==> src/design/evar_pkg.sv <==
// ----------------------------------------------------------------------------
// evar_pkg: shared types and constants of the voice activity recorder
// Field widths, register indexes, event codes and the records that pass
// between the front end, the back end and the two queues.
// ----------------------------------------------------------------------------
package evar_pkg;

  localparam int SAMPLE_W   = 16;  // microphone sample
  localparam int LEVEL_W    = 16;  // voice and quiet levels
  localparam int INDEX_W    = 18;  // buffer write index
  localparam int COUNT_W    = 19;  // recorded count, limits, lengths
  localparam int RUN_W      = 20;  // silence run, saturating
  localparam int CNT_W      = 11;  // samples in a frame, up to 1024
  localparam int SUM_W      = 26;  // sum of magnitudes over a frame
  localparam int PROD_W     = 28;  // level times frame length
  localparam int CFG_DATA_W = 19;
  localparam int CFG_IDX_W  = 2;

  localparam logic [CFG_IDX_W-1:0] REG_VOICE_LEVEL   = 2'd0;
  localparam logic [CFG_IDX_W-1:0] REG_QUIET_LEVEL   = 2'd1;
  localparam logic [CFG_IDX_W-1:0] REG_SILENCE_LIMIT = 2'd2;
  localparam logic [CFG_IDX_W-1:0] REG_MIN_LENGTH    = 2'd3;

  localparam logic [LEVEL_W-1:0] VOICE_LEVEL_RST   = 16'd1000;
  localparam logic [LEVEL_W-1:0] QUIET_LEVEL_RST   = 16'd500;
  localparam logic [COUNT_W-1:0] SILENCE_LIMIT_RST = 19'd16000;
  localparam logic [COUNT_W-1:0] MIN_LENGTH_RST    = 19'd12800;

  typedef enum logic [1:0] {
    EV_NONE  = 2'd0,
    EV_START = 2'd1,
    EV_DONE  = 2'd2,
    EV_SHORT = 2'd3
  } event_t;

  typedef struct packed {
    logic [LEVEL_W-1:0] voice_level;
    logic [LEVEL_W-1:0] quiet_level;
    logic [COUNT_W-1:0] silence_limit;
    logic [COUNT_W-1:0] min_length;
  } cfg_t;

  // One classified sample; sum and cnt include this sample.
  typedef struct packed {
    logic signed [SAMPLE_W-1:0] sample;
    logic                       last;
    logic [SUM_W-1:0]           sum;
    logic [CNT_W-1:0]           cnt;
  } entry_t;

  typedef struct packed {
    logic                       store_enable;
    logic [INDEX_W-1:0]         store_index;
    logic signed [SAMPLE_W-1:0] store_value;
    event_t                     event_code;
    logic [COUNT_W-1:0]         utterance_length;
  } result_t;

endpackage

==> src/design/evar_queue.sv <==
// ----------------------------------------------------------------------------
// evar_queue: small first-in first-out queue
// Register-based storage with wrap-around pointers and an occupancy count.
// ----------------------------------------------------------------------------
module evar_queue #(
  parameter int WIDTH = 8,
  parameter int DEPTH = 4
) (
  input  logic             clk,
  input  logic             rst,
  input  logic             push,
  input  logic [WIDTH-1:0] wdata,
  output logic             full,
  input  logic             pop,
  output logic [WIDTH-1:0] rdata,
  output logic             empty
);

  localparam int PTR_W = (DEPTH > 1) ? $clog2(DEPTH) : 1;
  localparam int OCC_W = $clog2(DEPTH + 1);
  localparam logic [PTR_W-1:0] LAST_PTR = PTR_W'(DEPTH - 1);
  localparam logic [OCC_W-1:0] FULL_OCC = OCC_W'(DEPTH);

  logic [WIDTH-1:0] mem [DEPTH];
  logic [PTR_W-1:0] wr_ptr;
  logic [PTR_W-1:0] rd_ptr;
  logic [OCC_W-1:0] occ;
  logic             do_push;
  logic             do_pop;

  assign full    = (occ == FULL_OCC);
  assign empty   = (occ == '0);
  assign do_push = push && !full;
  assign do_pop  = pop && !empty;
  assign rdata   = mem[rd_ptr];

  always_ff @(posedge clk) begin
    if (do_push) begin
      mem[wr_ptr] <= wdata;
    end
  end

  always_ff @(posedge clk) begin
    if (rst) begin
      wr_ptr <= '0;
      rd_ptr <= '0;
      occ    <= '0;
    end else begin
      if (do_push) begin
        wr_ptr <= (wr_ptr == LAST_PTR) ? '0 : wr_ptr + 1'b1;
      end
      if (do_pop) begin
        rd_ptr <= (rd_ptr == LAST_PTR) ? '0 : rd_ptr + 1'b1;
      end
      if (do_push && !do_pop) begin
        occ <= occ + 1'b1;
      end else if (do_pop && !do_push) begin
        occ <= occ - 1'b1;
      end
    end
  end

endmodule

==> src/design/evar_front.sv <==
// ----------------------------------------------------------------------------
// evar_front: sample intake and frame accumulation
// Accumulates the absolute level and length of the running frame, marks
// the last sample of each frame and hands every sample on as one entry.
// ----------------------------------------------------------------------------
module evar_front #(
  parameter int FRAME_MAX = 1024
) (
  input  logic                                 clk,
  input  logic                                 rst,
  input  logic                                 push,
  input  logic signed [evar_pkg::SAMPLE_W-1:0] pcm_sample,
  input  logic                                 frame_end,
  input  logic                                 q_full,
  output logic                                 q_push,
  output evar_pkg::entry_t                     q_entry
);
  import evar_pkg::*;

  localparam logic [CNT_W-1:0] FRAME_LIMIT = CNT_W'(FRAME_MAX);

  logic [SUM_W-1:0]   frame_sum;
  logic [CNT_W-1:0]   frame_cnt;
  logic [LEVEL_W-1:0] mag;
  logic [SUM_W-1:0]   sum_next;
  logic [CNT_W-1:0]   cnt_next;
  logic               last;

  // Magnitude of the most negative sample is 32768, still 16 bits unsigned.
  assign mag      = pcm_sample[SAMPLE_W-1] ? (~pcm_sample + 1'b1) : pcm_sample;
  assign sum_next = frame_sum + SUM_W'(mag);
  assign cnt_next = frame_cnt + 1'b1;
  assign last     = frame_end || (cnt_next >= FRAME_LIMIT);

  assign q_push         = push && !q_full;
  assign q_entry.sample = pcm_sample;
  assign q_entry.last   = last;
  assign q_entry.sum    = sum_next;
  assign q_entry.cnt    = cnt_next;

  always_ff @(posedge clk) begin
    if (rst) begin
      frame_sum <= '0;
      frame_cnt <= '0;
    end else if (q_push) begin
      frame_sum <= last ? '0 : sum_next;
      frame_cnt <= last ? '0 : cnt_next;
    end
  end

endmodule

==> src/design/evar_back.sv <==
// ----------------------------------------------------------------------------
// evar_back: recording control
// Stores samples while recording and, at each frame end, decides on start,
// silence run, end of utterance, trimming and discard.
// ----------------------------------------------------------------------------
module evar_back #(
  parameter int BUFFER_SAMPLES = 262144
) (
  input  logic              clk,
  input  logic              rst,
  input  evar_pkg::cfg_t    cfg,
  input  logic              head_valid,
  input  evar_pkg::entry_t  head,
  output logic              head_pop,
  input  logic              out_full,
  output logic              res_push,
  output evar_pkg::result_t res
);
  import evar_pkg::*;

  localparam logic [COUNT_W-1:0] BUF_COUNT = COUNT_W'(BUFFER_SAMPLES);

  typedef enum logic [1:0] {
    B_RUN,
    B_CMP,
    B_END
  } bstate_t;

  bstate_t                    state;
  logic                       rec_mode;
  logic [COUNT_W-1:0]         rec_count;
  logic [RUN_W-1:0]           silent_run;

  // frame-end working registers
  logic                       l_en;
  logic [INDEX_W-1:0]         l_idx;
  logic signed [SAMPLE_W-1:0] l_val;
  logic [SUM_W-1:0]           l_sum;
  logic [CNT_W-1:0]           l_n;
  logic [PROD_W-1:0]          prod_v;
  logic [PROD_W-1:0]          prod_q;
  logic                       loud;
  logic                       quiet;
  logic [RUN_W-1:0]           run_cand;
  logic [COUNT_W-1:0]         trim;
  logic                       trim_short;
  logic                       full_short;

  logic                       store_ok;
  logic [LEVEL_W:0]           voice_p1;
  logic [RUN_W:0]             run_sum;
  logic [COUNT_W-1:0]         trim_next;
  logic [RUN_W-1:0]           run_new;
  logic                       hit_limit;
  logic                       done;

  assign store_ok  = rec_mode && (rec_count < BUF_COUNT);
  assign voice_p1  = {1'b0, cfg.voice_level} + 1'b1;
  assign run_sum   = {1'b0, silent_run} + (RUN_W + 1)'(l_n);
  assign trim_next = (rec_count > cfg.silence_limit) ? (rec_count - cfg.silence_limit) : '0;
  assign run_new   = quiet ? run_cand : '0;
  assign hit_limit = ({1'b0, cfg.silence_limit} <= run_new);
  assign done      = (rec_count >= BUF_COUNT) || hit_limit;

  assign head_pop = (state == B_RUN) && head_valid && (head.last || !out_full);
  assign res_push = ((state == B_RUN) && head_valid && !head.last && !out_full) ||
                    ((state == B_END) && !out_full);

  always_comb begin
    res = '0;
    if (state == B_END) begin
      res.store_enable = l_en;
      res.store_index  = l_idx;
      res.store_value  = l_val;
      if (!rec_mode) begin
        res.event_code = loud ? EV_START : EV_NONE;
      end else if (done) begin
        if (hit_limit) begin
          res.event_code       = trim_short ? EV_SHORT : EV_DONE;
          res.utterance_length = trim;
        end else begin
          res.event_code       = full_short ? EV_SHORT : EV_DONE;
          res.utterance_length = rec_count;
        end
      end
    end else if (store_ok) begin
      res.store_enable = 1'b1;
      res.store_index  = rec_count[INDEX_W-1:0];
      res.store_value  = head.sample;
    end
  end

  always_ff @(posedge clk) begin
    if (rst) begin
      state      <= B_RUN;
      rec_mode   <= 1'b0;
      rec_count  <= '0;
      silent_run <= '0;
    end else begin
      unique case (state)
        B_RUN: begin
          if (head_pop) begin
            if (store_ok) begin
              rec_count <= rec_count + 1'b1;
            end
            if (head.last) begin
              l_en   <= store_ok;
              l_idx  <= store_ok ? rec_count[INDEX_W-1:0] : '0;
              l_val  <= store_ok ? head.sample : '0;
              l_sum  <= head.sum;
              l_n    <= head.cnt;
              prod_v <= PROD_W'(voice_p1) * PROD_W'(head.cnt);
              prod_q <= PROD_W'(cfg.quiet_level) * PROD_W'(head.cnt);
              state  <= B_CMP;
            end
          end
        end
        B_CMP: begin
          // mean > voice  <=>  sum >= (voice + 1) * n; mean < quiet <=> sum < quiet * n
          loud       <= (PROD_W'(l_sum) >= prod_v);
          quiet      <= (PROD_W'(l_sum) < prod_q);
          run_cand   <= run_sum[RUN_W] ? '1 : run_sum[RUN_W-1:0];
          trim       <= trim_next;
          trim_short <= (trim_next < cfg.min_length);
          full_short <= (rec_count < cfg.min_length);
          state      <= B_END;
        end
        B_END: begin
          if (!out_full) begin
            if (!rec_mode) begin
              if (loud) begin
                rec_mode   <= 1'b1;
                rec_count  <= '0;
                silent_run <= '0;
              end
            end else begin
              silent_run <= run_new;
              if (done) begin
                rec_mode <= 1'b0;
                if (hit_limit) begin
                  rec_count <= trim;
                end
              end
            end
            state <= B_RUN;
          end
        end
        default: state <= B_RUN;
      endcase
    end
  end

  a_no_push_when_full: assert property (@(posedge clk) disable iff (rst)
    res_push |-> !out_full)
    else $error("result pushed into a full queue");

  a_index_in_buffer: assert property (@(posedge clk) disable iff (rst)
    (res_push && res.store_enable) |-> ({1'b0, res.store_index} < BUF_COUNT))
    else $error("store index beyond buffer");

  a_count_bounded: assert property (@(posedge clk) disable iff (rst)
    rec_count <= BUF_COUNT)
    else $error("recorded count beyond buffer");

  a_start_arms: assert property (@(posedge clk) disable iff (rst)
    (res_push && (res.event_code == EV_START)) |=> (rec_mode && (rec_count == '0)))
    else $error("start event without entering recording");

  a_end_leaves: assert property (@(posedge clk) disable iff (rst)
    (res_push && ((res.event_code == EV_DONE) || (res.event_code == EV_SHORT)))
      |=> !rec_mode)
    else $error("end event while still recording");

endmodule

==> src/design/energy_voice_activity_recorder_core.sv <==
// ----------------------------------------------------------------------------
// energy_voice_activity_recorder_core: energy voice activity recorder
// Frame-level voice detection with silence hangover, utterance capture
// indexes, trailing-silence trim and short-utterance discard.
// ----------------------------------------------------------------------------
// Use:
//   Input side is a queue: drive pcm_sample and frame_end, raise push; a beat
//   is taken at a rising edge with push high and full low.
//   Result side is a queue: while empty is low the oldest result sits on the
//   result ports; pop high at a rising edge takes that beat.
//   Every input beat yields exactly one result beat, in order.
//   Configuration: cfg_write with cfg_index/cfg_data writes one register at
//   that edge; write only while the block is idle.
// Throughput: one sample per cycle inside a frame while the result queue is
//   not full; each frame end passes the control stage through its multiply,
//   compare and decide steps. The 4-entry input queue takes samples in the
//   meantime and raises full once it fills.
// Reset: rst clears both queues, the frame accumulator and the recording
//   state and loads the register defaults.
// Stall: with the result queue full the control stage holds; the input
//   queue fills behind it and full rises. No beat is ever dropped.
// ----------------------------------------------------------------------------
module energy_voice_activity_recorder_core #(
  parameter int BUFFER_SAMPLES = 262144,
  parameter int FRAME_MAX      = 1024
) (
  input  logic                                   clk,
  input  logic                                   rst,
  // sample queue
  input  logic                                   push,
  output logic                                   full,
  input  logic signed [evar_pkg::SAMPLE_W-1:0]   pcm_sample,
  input  logic                                   frame_end,
  // result queue
  output logic                                   empty,
  input  logic                                   pop,
  output logic                                   store_enable,
  output logic [evar_pkg::INDEX_W-1:0]           store_index,
  output logic signed [evar_pkg::SAMPLE_W-1:0]   store_value,
  output logic [1:0]                             event_code,
  output logic [evar_pkg::COUNT_W-1:0]           utterance_length,
  // configuration
  input  logic                                   cfg_write,
  input  logic [evar_pkg::CFG_IDX_W-1:0]         cfg_index,
  input  logic [evar_pkg::CFG_DATA_W-1:0]        cfg_data
);
  import evar_pkg::*;

  localparam int ENTRY_DEPTH  = 4;
  localparam int RESULT_DEPTH = 2;

  cfg_t    cfg;
  logic    fq_push;
  entry_t  fq_wdata;
  logic    fq_full;
  entry_t  fq_rdata;
  logic    fq_empty;
  logic    fq_pop;
  logic    rq_push;
  logic    rq_full;
  result_t rq_wdata;
  result_t rq_rdata;

  // Configuration registers: take the low bits of the write data.
  always_ff @(posedge clk) begin
    if (rst) begin
      cfg.voice_level   <= VOICE_LEVEL_RST;
      cfg.quiet_level   <= QUIET_LEVEL_RST;
      cfg.silence_limit <= SILENCE_LIMIT_RST;
      cfg.min_length    <= MIN_LENGTH_RST;
    end else if (cfg_write) begin
      unique case (cfg_index)
        REG_VOICE_LEVEL:   cfg.voice_level   <= cfg_data[LEVEL_W-1:0];
        REG_QUIET_LEVEL:   cfg.quiet_level   <= cfg_data[LEVEL_W-1:0];
        REG_SILENCE_LIMIT: cfg.silence_limit <= cfg_data[COUNT_W-1:0];
        REG_MIN_LENGTH:    cfg.min_length    <= cfg_data[COUNT_W-1:0];
      endcase
    end
  end

  // Front: accumulate frame level, mark frame ends.
  evar_front #(
    .FRAME_MAX (FRAME_MAX)
  ) u_front (
    .clk        (clk),
    .rst        (rst),
    .push       (push),
    .pcm_sample (pcm_sample),
    .frame_end  (frame_end),
    .q_full     (fq_full),
    .q_push     (fq_push),
    .q_entry    (fq_wdata)
  );

  assign full = fq_full;

  // Decouple intake from the frame-end decision stall.
  evar_queue #(
    .WIDTH ($bits(entry_t)),
    .DEPTH (ENTRY_DEPTH)
  ) u_entry_q (
    .clk   (clk),
    .rst   (rst),
    .push  (fq_push),
    .wdata (fq_wdata),
    .full  (fq_full),
    .pop   (fq_pop),
    .rdata (fq_rdata),
    .empty (fq_empty)
  );

  // Back: store while recording, decide at frame ends.
  evar_back #(
    .BUFFER_SAMPLES (BUFFER_SAMPLES)
  ) u_back (
    .clk        (clk),
    .rst        (rst),
    .cfg        (cfg),
    .head_valid (!fq_empty),
    .head       (fq_rdata),
    .head_pop   (fq_pop),
    .out_full   (rq_full),
    .res_push   (rq_push),
    .res        (rq_wdata)
  );

  // Hold finished results until the receiver pops them.
  evar_queue #(
    .WIDTH ($bits(result_t)),
    .DEPTH (RESULT_DEPTH)
  ) u_result_q (
    .clk   (clk),
    .rst   (rst),
    .push  (rq_push),
    .wdata (rq_wdata),
    .full  (rq_full),
    .pop   (pop),
    .rdata (rq_rdata),
    .empty (empty)
  );

  assign store_enable     = rq_rdata.store_enable;
  assign store_index      = rq_rdata.store_index;
  assign store_value      = rq_rdata.store_value;
  assign event_code       = rq_rdata.event_code;
  assign utterance_length = rq_rdata.utterance_length;

endmodule
==> config.mk <==
export PLATFORM = sky130hd
export DESIGN_NAME = energy_voice_activity_recorder_core
export DESIGN_NICKNAME = d
export VERILOG_FILES = /design/src/design/evar_pkg.sv /design/src/design/evar_queue.sv /design/src/design/evar_front.sv /design/src/design/evar_back.sv /design/src/design/energy_voice_activity_recorder_core.sv
export SDC_FILE = /design/constraint.sdc
export NUM_CORES = 2
export LEC_CHECK = 0
export ABC_AREA = 1
export BUFFER_PORTS_ARGS = -buffer_cell sky130_fd_sc_hd__buf_2
export CORE_UTILIZATION = 64
export DETAILED_ROUTE_END_ITERATION = 8
export MAX_ROUTING_LAYER = met4
export PLACE_DENSITY = 0.84
export SLEW_MARGIN = 20
export SYNTH_ARGS = -nofsm -noshare
export SYNTH_HDL_FRONTEND = slang
export SYNTH_SLANG_ARGS = --single-unit
==> constraint.sdc <==
create_clock -name clk -period 7.6 [get_ports clk]
set_clock_uncertainty 0.1 [all_clocks]
set_input_delay 0.38 -clock clk [delete_from_list [all_inputs] [get_ports clk]]
set_output_delay 0.38 -clock clk [all_outputs]
set_load 0.05 [all_outputs]
==> insert_results.sql <==
INSERT INTO impl_metrics (metric_group, metric, value, unit) VALUES
('outcome', 'run_status', 'complete, but fails checks', ''),
('outcome', 'violations', 'design-rule violations', ''),
('drt', 'detail_route.first_pass.iterations', '9', ''),
('timing', 'max_clock_freq', '144.7', 'MHz'),
('timing', 'layout_min_cycle_time', '6.911', 'ns'),
('drt', 'drt-vias-per-instance', '5.914', ''),
('timing', 'setup_ws', '0.6891', 'ns'),
('global_route', 'largest_net_degree_at_the_start_of_global_routing', '99', ''),
('drt', 'post-route-drc-count', '11', ''),
('worst_setup_path', 'critPathMaxFanout', '12', ''),
('placement', 'placement.io_buffers', '100', ''),
('job', 'maxCapViolations', '0', ''),
('yosys', 'ys.warnings.count', '0', ''),
('yosys', 'synth.yosys.seq_area_share', '42.52', '%'),
('timing', 'finalHoldViolations', '0', ''),
('global_route', 'first_global_vias', '33420', ''),
('worst_setup_path', 'cp_startpoint_kind', 'flop', ''),
('timing', 'timing.hold.ws', '0.03252', 'ns'),
('floorplan', 'die-area', '67980', 'um^2'),
('worst_hold_path', 'worstHoldPathType', 'in -> reg', ''),
('yosys', 'synth-main-ff-cell', 'edfxtp_1', ''),
('clocking', 'clock_sink_count', '661', ''),
('drt', 'route.vias.total', '33450', ''),
('floorplan', 'initial_utilization', '64.93', '%'),
('drt', 'drt_iter0_markers', '3488', ''),
('clocking', 'inserted_clock_buffers', '70', ''),
('drt', 'totalWireLength', '111600', 'um'),
('placement', 'place_ws', '0.8567', 'ns'),
('clocking', 'number_of_buffers_between_clock_root_and_the_deepest_sink', '3', ''),
('yosys', 'synth.largest_area_cell', 'edfxtp_1', ''),
('global_route', 'grt_overflow', '0', ''),
('clocking', 'cts.reportedPaths.clkPinSlew', '0.06', 'ns'),
('timing', 'setup_tns', '0', 'ns'),
('yosys', 'ys_top_cells_by_area', 'edfxtp_1 (35%), fa_1 (12%), ha_1 (8.6%)', ''),
('clocking', 'tritoncts', 'yes', ''),
('floorplan', 'design.core.area', '65980', 'um^2'),
('worst_setup_path', 'cp_num_buf_inv', '7', ''),
('worst_setup_path', 'timing.critical_path.slowest_cell_delay', '0.61', 'ns'),
('clocking', 'cts_repair_resize_count', '0', ''),
('clocking', 'clkLatencyLatePin', '0.63', 'ns'),
('global_route', 'grt_pass1_wl', '177100', 'um'),
('floorplan', 'ioPinCount', '101', ''),
('worst_setup_path', 'critPathRequiredTime', '7.87', 'ns'),
('finish', 'final_net_count', '5334', ''),
('floorplan', 'die_height', '260.7', 'um'),
('yosys', 'netlist_area_pre_place', '42840', 'um^2'),
('finish', 'drive_gt1_share', '7.702', '%'),
('floorplan', 'count_of_standard_cell_rows', '94', ''),
('floorplan', 'floorplan.die.width', '260.7', 'um'),
('yosys', 'syn_inst', '4644', ''),
('yosys', 'postSynth.asyncResetShare', '0', '%'),
('worst_setup_path', 'critPathSlowestCell', 'dfxtp_1', ''),
('timing', 'tightest_slew', '1.112', 'ns'),
('clocking', 'htree_num_levels', '3', ''),
('finish', 'areaGrowthSynthToFinish', '9.272', '%'),
('yosys', 'syn_area_per_cell', '9.226', 'um^2'),
('timing', 'slew-limit-headroom', '25.78', '%'),
('drt', 'antenna_left', '0', ''),
('yosys', 'synth_most_common_cell', 'nand2_1', ''),
('yosys', 'postSynthRegisterBits', '661', ''),
('drt', 'wl_per_cell', '19.73', 'um'),
('worst_setup_path', 'crit_family', 'adder cells', ''),
('yosys', 'synth_commonest_cells', 'nand2_1 (959), inv_1 (629), nor2_1 (536), edfxtp_1 (498), ha_1 (294)', ''),
('clocking', 'clockRootBuffer', 'clkbuf_16', ''),
('timing', 'timing.final.max_slew_violations', '0', ''),
('yosys', 'synth_nets', '5244', ''),
('worst_setup_path', 'cp-end-kind', 'flop', ''),
('timing', 'final-setup-viol-count', '0', ''),
('worst_setup_path', 'cp_data_arrival_time', '7.18', 'ns'),
('global_route', 'antenna_found_initial', '1', ''),
('timing', 'min_period_over_period', '90.93', '%'),
('timing', 'rsz0062_at_grt', 'no', ''),
('yosys', 'synth_edf_count', '498', ''),
('yosys', 'distinct_cell_type_count_of_the_synthesized_netlist', '53', ''),
('global_route', 'groute.usage.overall', '34.50', '%'),
('worst_setup_path', 'setup.worst_path.class', 'reg -> reg', ''),
('yosys', 'synthDominantCellAreaShare', '34.90', '%'),
('placement', 'place_congestion', '0.9759', ''),
('placement', 'hpwl_reported_at_the_end_of_detailed_placement', '79180', 'um');
## cell type report
| type | instances | area (um^2) |
|---|---|---|
| Antenna cell | 1 | 2.502 |
| Clock buffer | 100 | 1967 |
| Clock inverter | 29 | 370.4 |
| Fill cell | 4657 | 19160 |
| Inverter | 644 | 2422 |
| Multi-Input combinational cell | 3182 | 21580 |
| Sequential cell | 661 | 18220 |
| Tap cell | 864 | 1081 |
| Timing Repair Buffer | 175 | 1171 |
## cells by family after synthesis
group,share of synthesized area [%]
and+or+nand+nor,17.29
buffers and inverters,7.278
DFF,42.52
AOI/OAI and AO/OA,8.253
adders and majority gates,20.87
xor gates and xnor gates,2.310
muxes,1.472
## registers in the layout, indices dropped and copies added (netlist names), 19 cells and up, named ones only
signal,cells
u_back.rec_count,19
u_back.prod_q,27
u_entry_q.mem,216
u_result_q.mem,112
u_back.silent_run,20
u_back.prod_v,28
cfg,70
u_front.frame_sum,26
u_back.l_sum,26
u_back.trim,19
u_back.run_cand,20
## layout by cell type (no fill, tap or decap), types with 7 or more instances in the layout
cell           synthesis  routed
nand2_1              959     959
nor2_4                 4      12
fa_1                 263     263
inv_2                 10      11
nand3_1              167     167
and2_1                 9       9
xor2_1                77      77
dlygate4sd3_1          0      30
nor2_1               536     527
mux2_2                56      56
clkbuf_16              0      72
nand3b_1               7       7
o21ai_0              226     226
clkbuf_1              85      22
a21oi_1              282     282
edfxtp_1             498     498
or2_2                 10      10
a22oi_1                7       7
buf_2                 49     100
clkinv_1               4      10
xnor2_1               36      36
o211ai_1              19      19
nand4_1               52      52
a21o_1                 8       8
o22ai_1               26      26
nor3_1                31      31
a31oi_1               17      17
nor2_2                 8       9
o21a_1                 7       7
ha_1                 294     294
a211oi_1              16      16
o21bai_1              11      11
dfxtp_1              163     160
inv_1                629     629
nor4_1                11      11
buf_4                  2      43
## worst reg2reg max path, delay by kind of cell (launching register included)
kind / cells / cell delay [ns]
AOI/OAI and AO/OA: 1 / 0.15
xor gates and xnor gates: 1 / 0.06
buffers and inverters: 7 / 0.63
DFF: 1 / 0.61
and+or+nand+nor: 14 / 1.84
adders and majority gates: 7 / 3.24
## layer usage
layer	GRT usage (%)	routed length (um)	vias up
met5	-	0	-
met4	13.81	4837	0
met3	6.556	10020	354
met2	55.94	54180	1705
met1	42.65	42570	15960
li1	-	-	15430
## worst paths after layout
check / from / to / slack, ns / depth (start not counted)
worst max-delay path: cfg[54]$_SDFFE_PP0P_ / u_back.prod_v[27]$_DFFE_PP_ / 0.69 / 30
worst max register to register: cfg[54]$_SDFFE_PP0P_ / u_back.prod_v[27]$_DFFE_PP_ / 0.69 / 30
worst min-delay path: cfg_data[15] / cfg[69]$_SDFFE_PP0P_ / 0.03 / 3
worst min register to register: u_front.frame_sum[15]$_SDFFE_PP0P_ / u_front.frame_sum[15]$_SDFFE_PP0P_ / 0.37 / 2
## repair_timing
| action | 4_1_cts | 5_1_grt |
|---|---|---|
| buffers inserted | 0 | 0 |
| hold endpoints to repair | 83 | 0 |
| hold buffers | 30 | 0 |
## metrics by stage
step                cells  util (%)  instance area [um^2]
finish               5656     70.95                 46820
global route         5656     70.95                 46820
CTS                  5655     70.95                 46810
detailed placement   5496     66.95                 44180
global placement     5495     66.91                 44150
floorplan            4644         -                 42840
Power is not shown: default switching activity piles up to over one toggle a cycle in this logic, so the estimate is an artifact.
